File: config.mk
export PLATFORM = sky130hd
export DESIGN_NAME = four_level_preemptive_request_scheduler_core
export DESIGN_NICKNAME = d
export VERILOG_FILES = /design/src/rtl/core/flprs_pkg.sv /design/src/rtl/core/flprs_fifo.sv /design/src/rtl/core/flprs_datapath.sv /design/src/rtl/core/flprs_ctrl.sv /design/src/rtl/core/four_level_preemptive_request_scheduler_core.sv
export SDC_FILE = /design/constraint.sdc
export NUM_CORES = 1
export LEC_CHECK = 0
export ABC_AREA = 1
export BUFFER_PORTS_ARGS = -buffer_cell sky130_fd_sc_hd__buf_2
export CAP_MARGIN = 20
export CELL_PAD_IN_SITES_DETAIL_PLACEMENT = 1
export CELL_PAD_IN_SITES_GLOBAL_PLACEMENT = 2
export CORE_ASPECT_RATIO = 2
export CORE_MARGIN = 5
export CORE_UTILIZATION = 43
export DETAILED_ROUTE_END_ITERATION = 16
export GPL_TIMING_DRIVEN = 0
export PLACE_DENSITY_LB_ADDON = 0.1
export REMOVE_ABC_BUFFERS = 1
export SLEW_MARGIN = 20
export SYNTH_ARGS = -nofsm -noshare
export SYNTH_HDL_FRONTEND = slang
export SYNTH_SLANG_ARGS = --single-unit
File: constraint.sdc
create_clock -name clock -period 3.4 [get_ports clock]
set_input_delay 0.34 -clock clock [delete_from_list [all_inputs] [get_ports clock]]
set_output_delay 0.34 -clock clock [all_outputs]
set_load 0.02 [all_outputs]
File: src/rtl/core/flprs_pkg.sv
// ----------------------------------------------------------------------------
// flprs_pkg: shared types and constants of the four-level request scheduler
// Queue sizing, level codes, payload structs and controller command struct.
// ----------------------------------------------------------------------------
package flprs_pkg;

   localparam int QUEUE_DEPTH = 8;
   localparam int PTR_W       = (QUEUE_DEPTH > 1) ? $clog2(QUEUE_DEPTH) : 1;
   localparam int CNT_W       = $clog2(QUEUE_DEPTH + 1);
   localparam int TAG_W       = 16;
   localparam int LEVEL_W     = 2;
   localparam int NUM_QUEUES  = 3;

   localparam logic [LEVEL_W-1:0] LVL_HIGHEST    = 2'd0;
   localparam logic [LEVEL_W-1:0] LVL_HIGH       = 2'd1;
   localparam logic [LEVEL_W-1:0] LVL_NORMAL     = 2'd2;
   localparam logic [LEVEL_W-1:0] LVL_BACKGROUND = 2'd3;

   localparam logic OP_SUBMIT = 1'b0;
   localparam logic OP_TICK   = 1'b1;

   typedef struct packed {
      logic               opcode;
      logic [LEVEL_W-1:0] priority_level;
      logic [TAG_W-1:0]   request_tag;
      logic               handlers_done;
   } req_type;

   typedef struct packed {
      logic               cancel_issued;
      logic               request_ignored;
      logic               queue_overflow;
      logic               dispatch_valid;
      logic [TAG_W-1:0]   dispatch_tag;
      logic [LEVEL_W-1:0] active_level;
      logic               all_done;
   } rsp_type;

   // controller -> datapath commands
   typedef struct packed {
      logic load;   // capture the accepted request
      logic exec;   // apply the request and load the result register
   } cmd_type;

endpackage

File: src/rtl/core/flprs_fifo.sv
// ----------------------------------------------------------------------------
// flprs_fifo: one tag queue of the scheduler
// Circular buffer with head pointer and fill count; head entry is read into
// a register every cycle. Clear resets head and count.
// ----------------------------------------------------------------------------
module flprs_fifo (
   input  logic                           clock,
   input  logic                           reset,
   input  logic                           push,
   input  logic                           pop,
   input  logic                           clear,
   input  logic [flprs_pkg::TAG_W-1:0]    push_tag,
   output logic [flprs_pkg::TAG_W-1:0]    head_tag,
   output logic                           empty,
   output logic                           full
);

   logic [flprs_pkg::TAG_W-1:0] queue_mem_ff [flprs_pkg::QUEUE_DEPTH];
   logic [flprs_pkg::TAG_W-1:0] head_tag_ff;
   logic [flprs_pkg::PTR_W-1:0] head_ff, head_in;
   logic [flprs_pkg::CNT_W-1:0] count_ff, count_in;
   logic [flprs_pkg::PTR_W:0]   tail_sum;
   logic [flprs_pkg::PTR_W-1:0] tail_ptr;
   logic                        do_push;

   assign empty   = (count_ff == '0);
   assign full    = (count_ff == flprs_pkg::CNT_W'(flprs_pkg::QUEUE_DEPTH));
   assign do_push = push && !full;
   assign head_tag = head_tag_ff;

   // head + count stays below twice the depth, so one subtract wraps it
   always_comb begin
      tail_sum = {1'b0, head_ff} + (flprs_pkg::PTR_W + 1)'(count_ff);
      if (tail_sum >= (flprs_pkg::PTR_W + 1)'(flprs_pkg::QUEUE_DEPTH)) begin
         tail_sum = tail_sum - (flprs_pkg::PTR_W + 1)'(flprs_pkg::QUEUE_DEPTH);
      end
      tail_ptr = tail_sum[flprs_pkg::PTR_W-1:0];
   end

   always_comb begin
      head_in  = head_ff;
      count_in = count_ff;
      if (clear) begin
         head_in  = '0;
         count_in = '0;
      end else if (pop && !empty) begin
         if (head_ff == flprs_pkg::PTR_W'(flprs_pkg::QUEUE_DEPTH - 1)) begin
            head_in = '0;
         end else begin
            head_in = head_ff + 1'b1;
         end
         count_in = count_ff - 1'b1;
      end else if (do_push) begin
         count_in = count_ff + 1'b1;
      end
   end

   always_ff @(posedge clock) begin
      if (reset) begin
         head_ff  <= '0;
         count_ff <= '0;
      end else begin
         head_ff  <= head_in;
         count_ff <= count_in;
      end
   end

   always_ff @(posedge clock) begin
      if (do_push && !clear) begin
         queue_mem_ff[tail_ptr] <= push_tag;
      end
      head_tag_ff <= queue_mem_ff[head_ff];
   end

endmodule

File: src/rtl/core/flprs_datapath.sv
// ----------------------------------------------------------------------------
// flprs_datapath: request register, queues, level state and result register
// Applies one captured submit or tick when the controller commands it.
// ----------------------------------------------------------------------------
module flprs_datapath (
   input  logic                 clock,
   input  logic                 reset,
   input  flprs_pkg::cmd_type   cmd,
   input  flprs_pkg::req_type   req_data,
   output flprs_pkg::rsp_type   rsp_data
);

   flprs_pkg::req_type item_ff;
   flprs_pkg::rsp_type rsp_ff, rsp_in;

   logic [flprs_pkg::TAG_W-1:0]   bg_tag_ff, bg_tag_in;
   logic                          bg_valid_ff, bg_valid_in;
   logic [flprs_pkg::LEVEL_W-1:0] level_ff, level_in;
   logic                          done_ff, done_in;

   logic [flprs_pkg::NUM_QUEUES-1:0] push, pop, empty, full;
   logic                             clear_lower;
   logic [flprs_pkg::TAG_W-1:0]      head_tag [flprs_pkg::NUM_QUEUES];

   logic is_submit, is_tick, hi_active;
   logic [flprs_pkg::LEVEL_W-1:0] lvl;

   assign rsp_data = rsp_ff;

   for (genvar q = 0; q < flprs_pkg::NUM_QUEUES; q++) begin : g_queue
      flprs_fifo u_fifo (
         .clock    (clock),
         .reset    (reset),
         .push     (push[q]),
         .pop      (pop[q]),
         .clear    (clear_lower && (q != 0)),
         .push_tag (item_ff.request_tag),
         .head_tag (head_tag[q]),
         .empty    (empty[q]),
         .full     (full[q])
      );
   end

   always_comb begin
      is_submit = (item_ff.opcode == flprs_pkg::OP_SUBMIT);
      is_tick   = (item_ff.opcode == flprs_pkg::OP_TICK);
      lvl       = item_ff.priority_level;
      hi_active = (level_ff == flprs_pkg::LVL_HIGHEST);

      push        = '0;
      pop         = '0;
      clear_lower = 1'b0;
      bg_tag_in   = bg_tag_ff;
      bg_valid_in = bg_valid_ff;
      level_in    = level_ff;
      done_in     = done_ff;
      rsp_in      = '0;

      if (is_submit) begin
         case (lvl)
            flprs_pkg::LVL_HIGHEST: begin
               // preempts everything below it
               clear_lower           = cmd.exec;
               bg_tag_in             = '0;
               bg_valid_in           = 1'b0;
               push[0]               = cmd.exec;
               rsp_in.cancel_issued  = 1'b1;
               rsp_in.queue_overflow = full[0];
            end
            flprs_pkg::LVL_HIGH: begin
               if (hi_active) begin
                  rsp_in.request_ignored = 1'b1;
               end else begin
                  push[1]               = cmd.exec;
                  rsp_in.cancel_issued  = (level_ff != flprs_pkg::LVL_HIGH);
                  rsp_in.queue_overflow = full[1];
               end
            end
            flprs_pkg::LVL_NORMAL: begin
               if (hi_active) begin
                  rsp_in.request_ignored = 1'b1;
               end else begin
                  push[2]               = cmd.exec;
                  rsp_in.queue_overflow = full[2];
               end
            end
            default: begin
               if (hi_active) begin
                  rsp_in.request_ignored = 1'b1;
               end else begin
                  bg_tag_in   = item_ff.request_tag;
                  bg_valid_in = 1'b1;
               end
            end
         endcase
      end else if (is_tick) begin
         done_in = item_ff.handlers_done;
         if (item_ff.handlers_done) begin
            if (!empty[0]) begin
               pop[0]                = cmd.exec;
               rsp_in.dispatch_valid = 1'b1;
               rsp_in.dispatch_tag   = head_tag[0];
               level_in              = flprs_pkg::LVL_HIGHEST;
            end else if (!empty[1]) begin
               pop[1]                = cmd.exec;
               rsp_in.dispatch_valid = 1'b1;
               rsp_in.dispatch_tag   = head_tag[1];
               level_in              = flprs_pkg::LVL_HIGH;
            end else if (!empty[2]) begin
               pop[2]                = cmd.exec;
               rsp_in.dispatch_valid = 1'b1;
               rsp_in.dispatch_tag   = head_tag[2];
               level_in              = flprs_pkg::LVL_NORMAL;
            end else begin
               // background slot is kept after dispatch
               level_in              = flprs_pkg::LVL_BACKGROUND;
               rsp_in.dispatch_valid = bg_valid_ff;
               rsp_in.dispatch_tag   = bg_valid_ff ? bg_tag_ff : '0;
            end
         end
      end

      rsp_in.active_level = level_in;
      rsp_in.all_done     = done_in;
   end

   always_ff @(posedge clock) begin
      if (reset) begin
         bg_tag_ff   <= '0;
         bg_valid_ff <= 1'b0;
         level_ff    <= flprs_pkg::LVL_BACKGROUND;
         done_ff     <= 1'b1;
      end else if (cmd.exec) begin
         bg_tag_ff   <= bg_tag_in;
         bg_valid_ff <= bg_valid_in;
         level_ff    <= level_in;
         done_ff     <= done_in;
      end
   end

   always_ff @(posedge clock) begin
      if (cmd.load) begin
         item_ff <= req_data;
      end
      if (cmd.exec) begin
         rsp_ff <= rsp_in;
      end
   end

endmodule

File: src/rtl/core/flprs_ctrl.sv
// ----------------------------------------------------------------------------
// flprs_ctrl: handshake controller of the scheduler
// Takes one request at a time, sequences its execution and owns rsp_valid.
// ----------------------------------------------------------------------------
module flprs_ctrl (
   input  logic               clock,
   input  logic               reset,
   input  logic               req_valid,
   output logic               req_stall,
   output logic               rsp_valid,
   input  logic               rsp_stall,
   output flprs_pkg::cmd_type cmd
);

   typedef enum logic {
      ST_IDLE,
      ST_EXEC
   } state_type;

   state_type state_ff, state_in;
   logic      rsp_valid_ff, rsp_valid_in;
   logic      out_free;

   assign req_stall = (state_ff != ST_IDLE);
   assign rsp_valid = rsp_valid_ff;
   // result register can take a new value when empty or being drained
   assign out_free  = !rsp_valid_ff || !rsp_stall;

   always_comb begin
      state_in     = state_ff;
      rsp_valid_in = rsp_valid_ff && rsp_stall;
      cmd          = '0;
      case (state_ff)
         ST_IDLE: begin
            if (req_valid) begin
               cmd.load = 1'b1;
               state_in = ST_EXEC;
            end
         end
         ST_EXEC: begin
            if (out_free) begin
               cmd.exec     = 1'b1;
               rsp_valid_in = 1'b1;
               state_in     = ST_IDLE;
            end
         end
         default: begin
            state_in = ST_IDLE;
         end
      endcase
   end

   always_ff @(posedge clock) begin
      if (reset) begin
         state_ff     <= ST_IDLE;
         rsp_valid_ff <= 1'b0;
      end else begin
         state_ff     <= state_in;
         rsp_valid_ff <= rsp_valid_in;
      end
   end

endmodule

File: src/rtl/core/four_level_preemptive_request_scheduler_core.sv
// ----------------------------------------------------------------------------
// four_level_preemptive_request_scheduler_core: strict-priority tag scheduler
// Flow: a transfer loads the request register, and the execute step then loads
// the result register, from which the result transfer is made. A new request
// is taken only after the previous one has executed (capture, then execute
// against the registered queue heads); a stalled result holds the execute step.
// Reset: queues empty, background slot empty, background level, done set.
// ----------------------------------------------------------------------------
module four_level_preemptive_request_scheduler_core (
   input  logic               clock,
   input  logic               reset,
   input  logic               req_valid,
   output logic               req_stall,
   input  flprs_pkg::req_type req_data,
   output logic               rsp_valid,
   input  logic               rsp_stall,
   output flprs_pkg::rsp_type rsp_data
);

   flprs_pkg::cmd_type cmd;

   flprs_ctrl u_ctrl (
      .clock     (clock),
      .reset     (reset),
      .req_valid (req_valid),
      .req_stall (req_stall),
      .rsp_valid (rsp_valid),
      .rsp_stall (rsp_stall),
      .cmd       (cmd)
   );

   flprs_datapath u_datapath (
      .clock    (clock),
      .reset    (reset),
      .cmd      (cmd),
      .req_data (req_data),
      .rsp_data (rsp_data)
   );

endmodule

==> impl_metrics.yaml <==
yosys:
  synth-edff-count: 427
  synthFlopType: "edfxtp_1"
  ys_seq_elements: 518
  syn_area_per_cell_um2: 12.1
  yosysSeqAreaShare_pct: 72.7
  synth.cell_area_mm2: 0.0201
  yosysUniqueCellTypes: 36
  yosys.area.top_type_share_pct: 63.6
  yosys-top-cells-area: "edfxtp_1 64%, dfxtp_1 9.0%, nor2_1 5.8%"
  synth_common_cells: "427 x edfxtp_1, 313 x nor2_1, 300 x nand2_1"
  post-synth-top-count-cell: "edfxtp_1"
  syn-instance-count: 1663
  yosysTopAreaCell: "edfxtp_1"
  synthArstFlopShare_pct: 0
  yosysWarnings: 0
floorplan:
  dieArea_mm2: 0.0515
  coreArea_mm2: 0.0465
  die_w_um: 163
  std_cell_rows: 112
  io_pins: 49
  start_util_pct: 43.3
  die_h_um: 316
critical_path:
  worstSetupStartpointType: "flip-flop"
  r2r_end: "u_datapath.rsp_data[7]"
  r2r_start: "u_datapath.g_queue[1].u_fifo.count_ff[0]"
  reg2reg_depth: 5
  worstSetupPathType: "flip-flop to flip-flop"
  cp.arrival_ns: 3.43
  ff2ff_setup_slack_ns: 0.29
  worstSetupEndpointType: "flip-flop"
  cp_max_fo: 21
  worst-endpoint-required_ns: 3.72
final_layout:
  drive_above_1_share_pct: 11.1
  fin_cells: 2376
  fillers: 4877
  area_growth_pct: 14.9
  stdcell_area_mm2: 0.0232
  nets: 1760
  final_util_pct: 49.8
  antenna_cells: 0
power:
  fin_total_pwr_mw: 13.1
  power_density_mw_per_mm2: 566
  vdd_drop_max_mv: 0.433
  p_leak_nw: 8.08
timing:
  relSlewSlack_pct: 28.5
  hold_slack_ns: 0.0697
  setup_tns_ns: 0
  finalCritPeriodShare_pct: 91.5
  finalHoldViolCount: 0
  finalSetupViolCount: 0
  tightest_slew_ns: 1.07
  rsz0062_at_grt: "false"
  fin_crit_ns: 3.11
  fin_ws_ns: 0.287
  fmax_ghz: 0.321
  drv_slew: 0
  skew_ns: 0.0131
worst_hold_path:
  worstHoldStart: "req_data[12]"
  hp-class: "input pin to flip-flop"
  min_to: "u_datapath.item_ff[12]"
  worstHoldPathCells: 1
clock_network:
  cts-buffers-inserted: 47
  clock-sinks: 518
  cts_tree: "done"
  clockBufferDepth: 3
  post_cts_resized: 0
  cts.clk_slew.worst_paths_ns: 0.06
  clock_latency_ns: 0.56
  clockRootBuffer: "clkbuf_16"
  htree_levels: 2
drt:
  drt_iter0_markers: 569
  viasPerCell: 5.28
  routed_wl_um: 52300
  wire_per_inst_um: 22.0
  first_pass_iters: 4
  ant_nets: 0
  num_vias: 12534
  drcViolationCount: 0
global_routing:
  grt_pass1_wl_um: 79800
  grt_pass1_vias: 13566
  grt_max_degree: 69
  antenna_found_initial: 0
  grt.total_usage_pct: 20.3
  gr-total-overflow: 0
placed_design:
  dp_hpwl_um: 33300
  postPlaceCellArea_mm2: 0.0213
  gp_congestion: 0.747
  place_ws_ns: -0.0498
  io_buffers: 48
  dp.cells: 2272
outcome:
  status: "complete, no violations"
run:
  cap_viol_max_count: 0
[report_power, final]
group	internal, mW	total (mW)	leakage (nW)	switching, mW
combinational	0.116	0.359	2.66	0.244
sequential	6.95	7.08	4.62	0.131
clock	3.37	5.66	0.794	2.29
total	10.4	13.1	8.08	2.66
[timing repair]
item,4_1_cts,5_1_grt
setup endpoints to repair,1,0
endpoints found under the hold margin,13,3
buffers inserted,1,0
hold buffers,13,3
[registers in the layout (all words and copies together) (netlist names), 2 cells and up]
name                                    flops
u_datapath.g_queue.u_fifo.head_tag         48
u_datapath.item_ff                         17
u_datapath.g_queue.u_fifo.queue_mem_ff    384
u_datapath.g_queue.u_fifo.count_ff         12
u_datapath.g_queue.u_fifo.head_ff           9
u_datapath.level_ff                         2
u_datapath.rsp_data                        23
u_datapath.bg_tag_ff                       16
u_datapath.lvl                              2
[layout make-up]
type,instances,area (µm²),share of cell area [%]
clock inverters,18,299,1.29
repair buffers,83,751,3.24
well taps,627,785,3.39
clock buffers,69,1350,5.84
inverters,68,263,1.13
multi-input cells,993,5040,21.8
flip-flops and latches,518,14700,63.3
[metal layers]
| metal | GRT usage (%) | up-vias | share of wire [%] |
|---|---|---|---|
| li1 | - | 5967 | - |
| met1 | 22.4 | 6343 | 38 |
| met4 | 6.30 | 0 | 3.0 |
| met5 | 0 | - | 0 |
| met3 | 2.25 | 68 | 2.6 |
| met2 | 40.2 | 156 | 56 |
[critical path: stages, from the launching register on]
cell and delay, ns:
dfxtp_1 0.35, nor2_1 0.19, nand3_2 0.53, nor2_1 0.33, nand4_1 0.81, o21ai_0 0.63
[cell families after synthesis]
group / share of synthesized area (%)
AO/OA/AOI/OAI: 9.38
flip-flops: 72.7
adder cells (fa/ha/maj): 1.78
XOR/XNOR: 0.391
buffers and inverters: 3.08
AND/OR/NAND/NOR: 12.7
[worst max-delay path by stage]
stage	end	slack, ns	from	cells past startpoint
floorplan	u_datapath.g_queue[0].u_fifo.queue_mem_ff[0][0]	0.16	u_datapath.g_queue[0].u_fifo.head_ff[0]	5
global placement	u_datapath.g_queue[0].u_fifo.queue_mem_ff[0][14]	-1.91	u_datapath.g_queue[0].u_fifo.head_ff[0]	5
detailed placement	u_datapath.g_queue[2].u_fifo.count_ff[3]	-0.05	u_datapath.g_queue[1].u_fifo.count_ff[1]	12
CTS	u_datapath.rsp_data[7]	0.25	u_datapath.g_queue[1].u_fifo.count_ff[1]	5
global route	u_datapath.rsp_data[7]	0.04	u_datapath.g_queue[1].u_fifo.count_ff[1]	5
finish	u_datapath.rsp_data[7]	0.29	u_datapath.g_queue[1].u_fifo.count_ff[0]	5
[layout by cell type (no fill, tap or decap), drive strengths merged]
cell type	instances
a211oi	2
a21oi	42
a22oi	6
buf	67
bufinv	8
clkbuf	69
clkinv	10
clkinvlp	3
dfxtp	91
dlygate4sd3	16
edfxtp	427
fa	6
ha	19
inv	65
nand2	306
nand3	18
nand4	2
nor2	319
nor3	3
o211ai	10
o21ai	150
o22ai	35
o32ai	64
or2	2
xnor2	4
xor2	5
(Power assumes the default switching activity.)
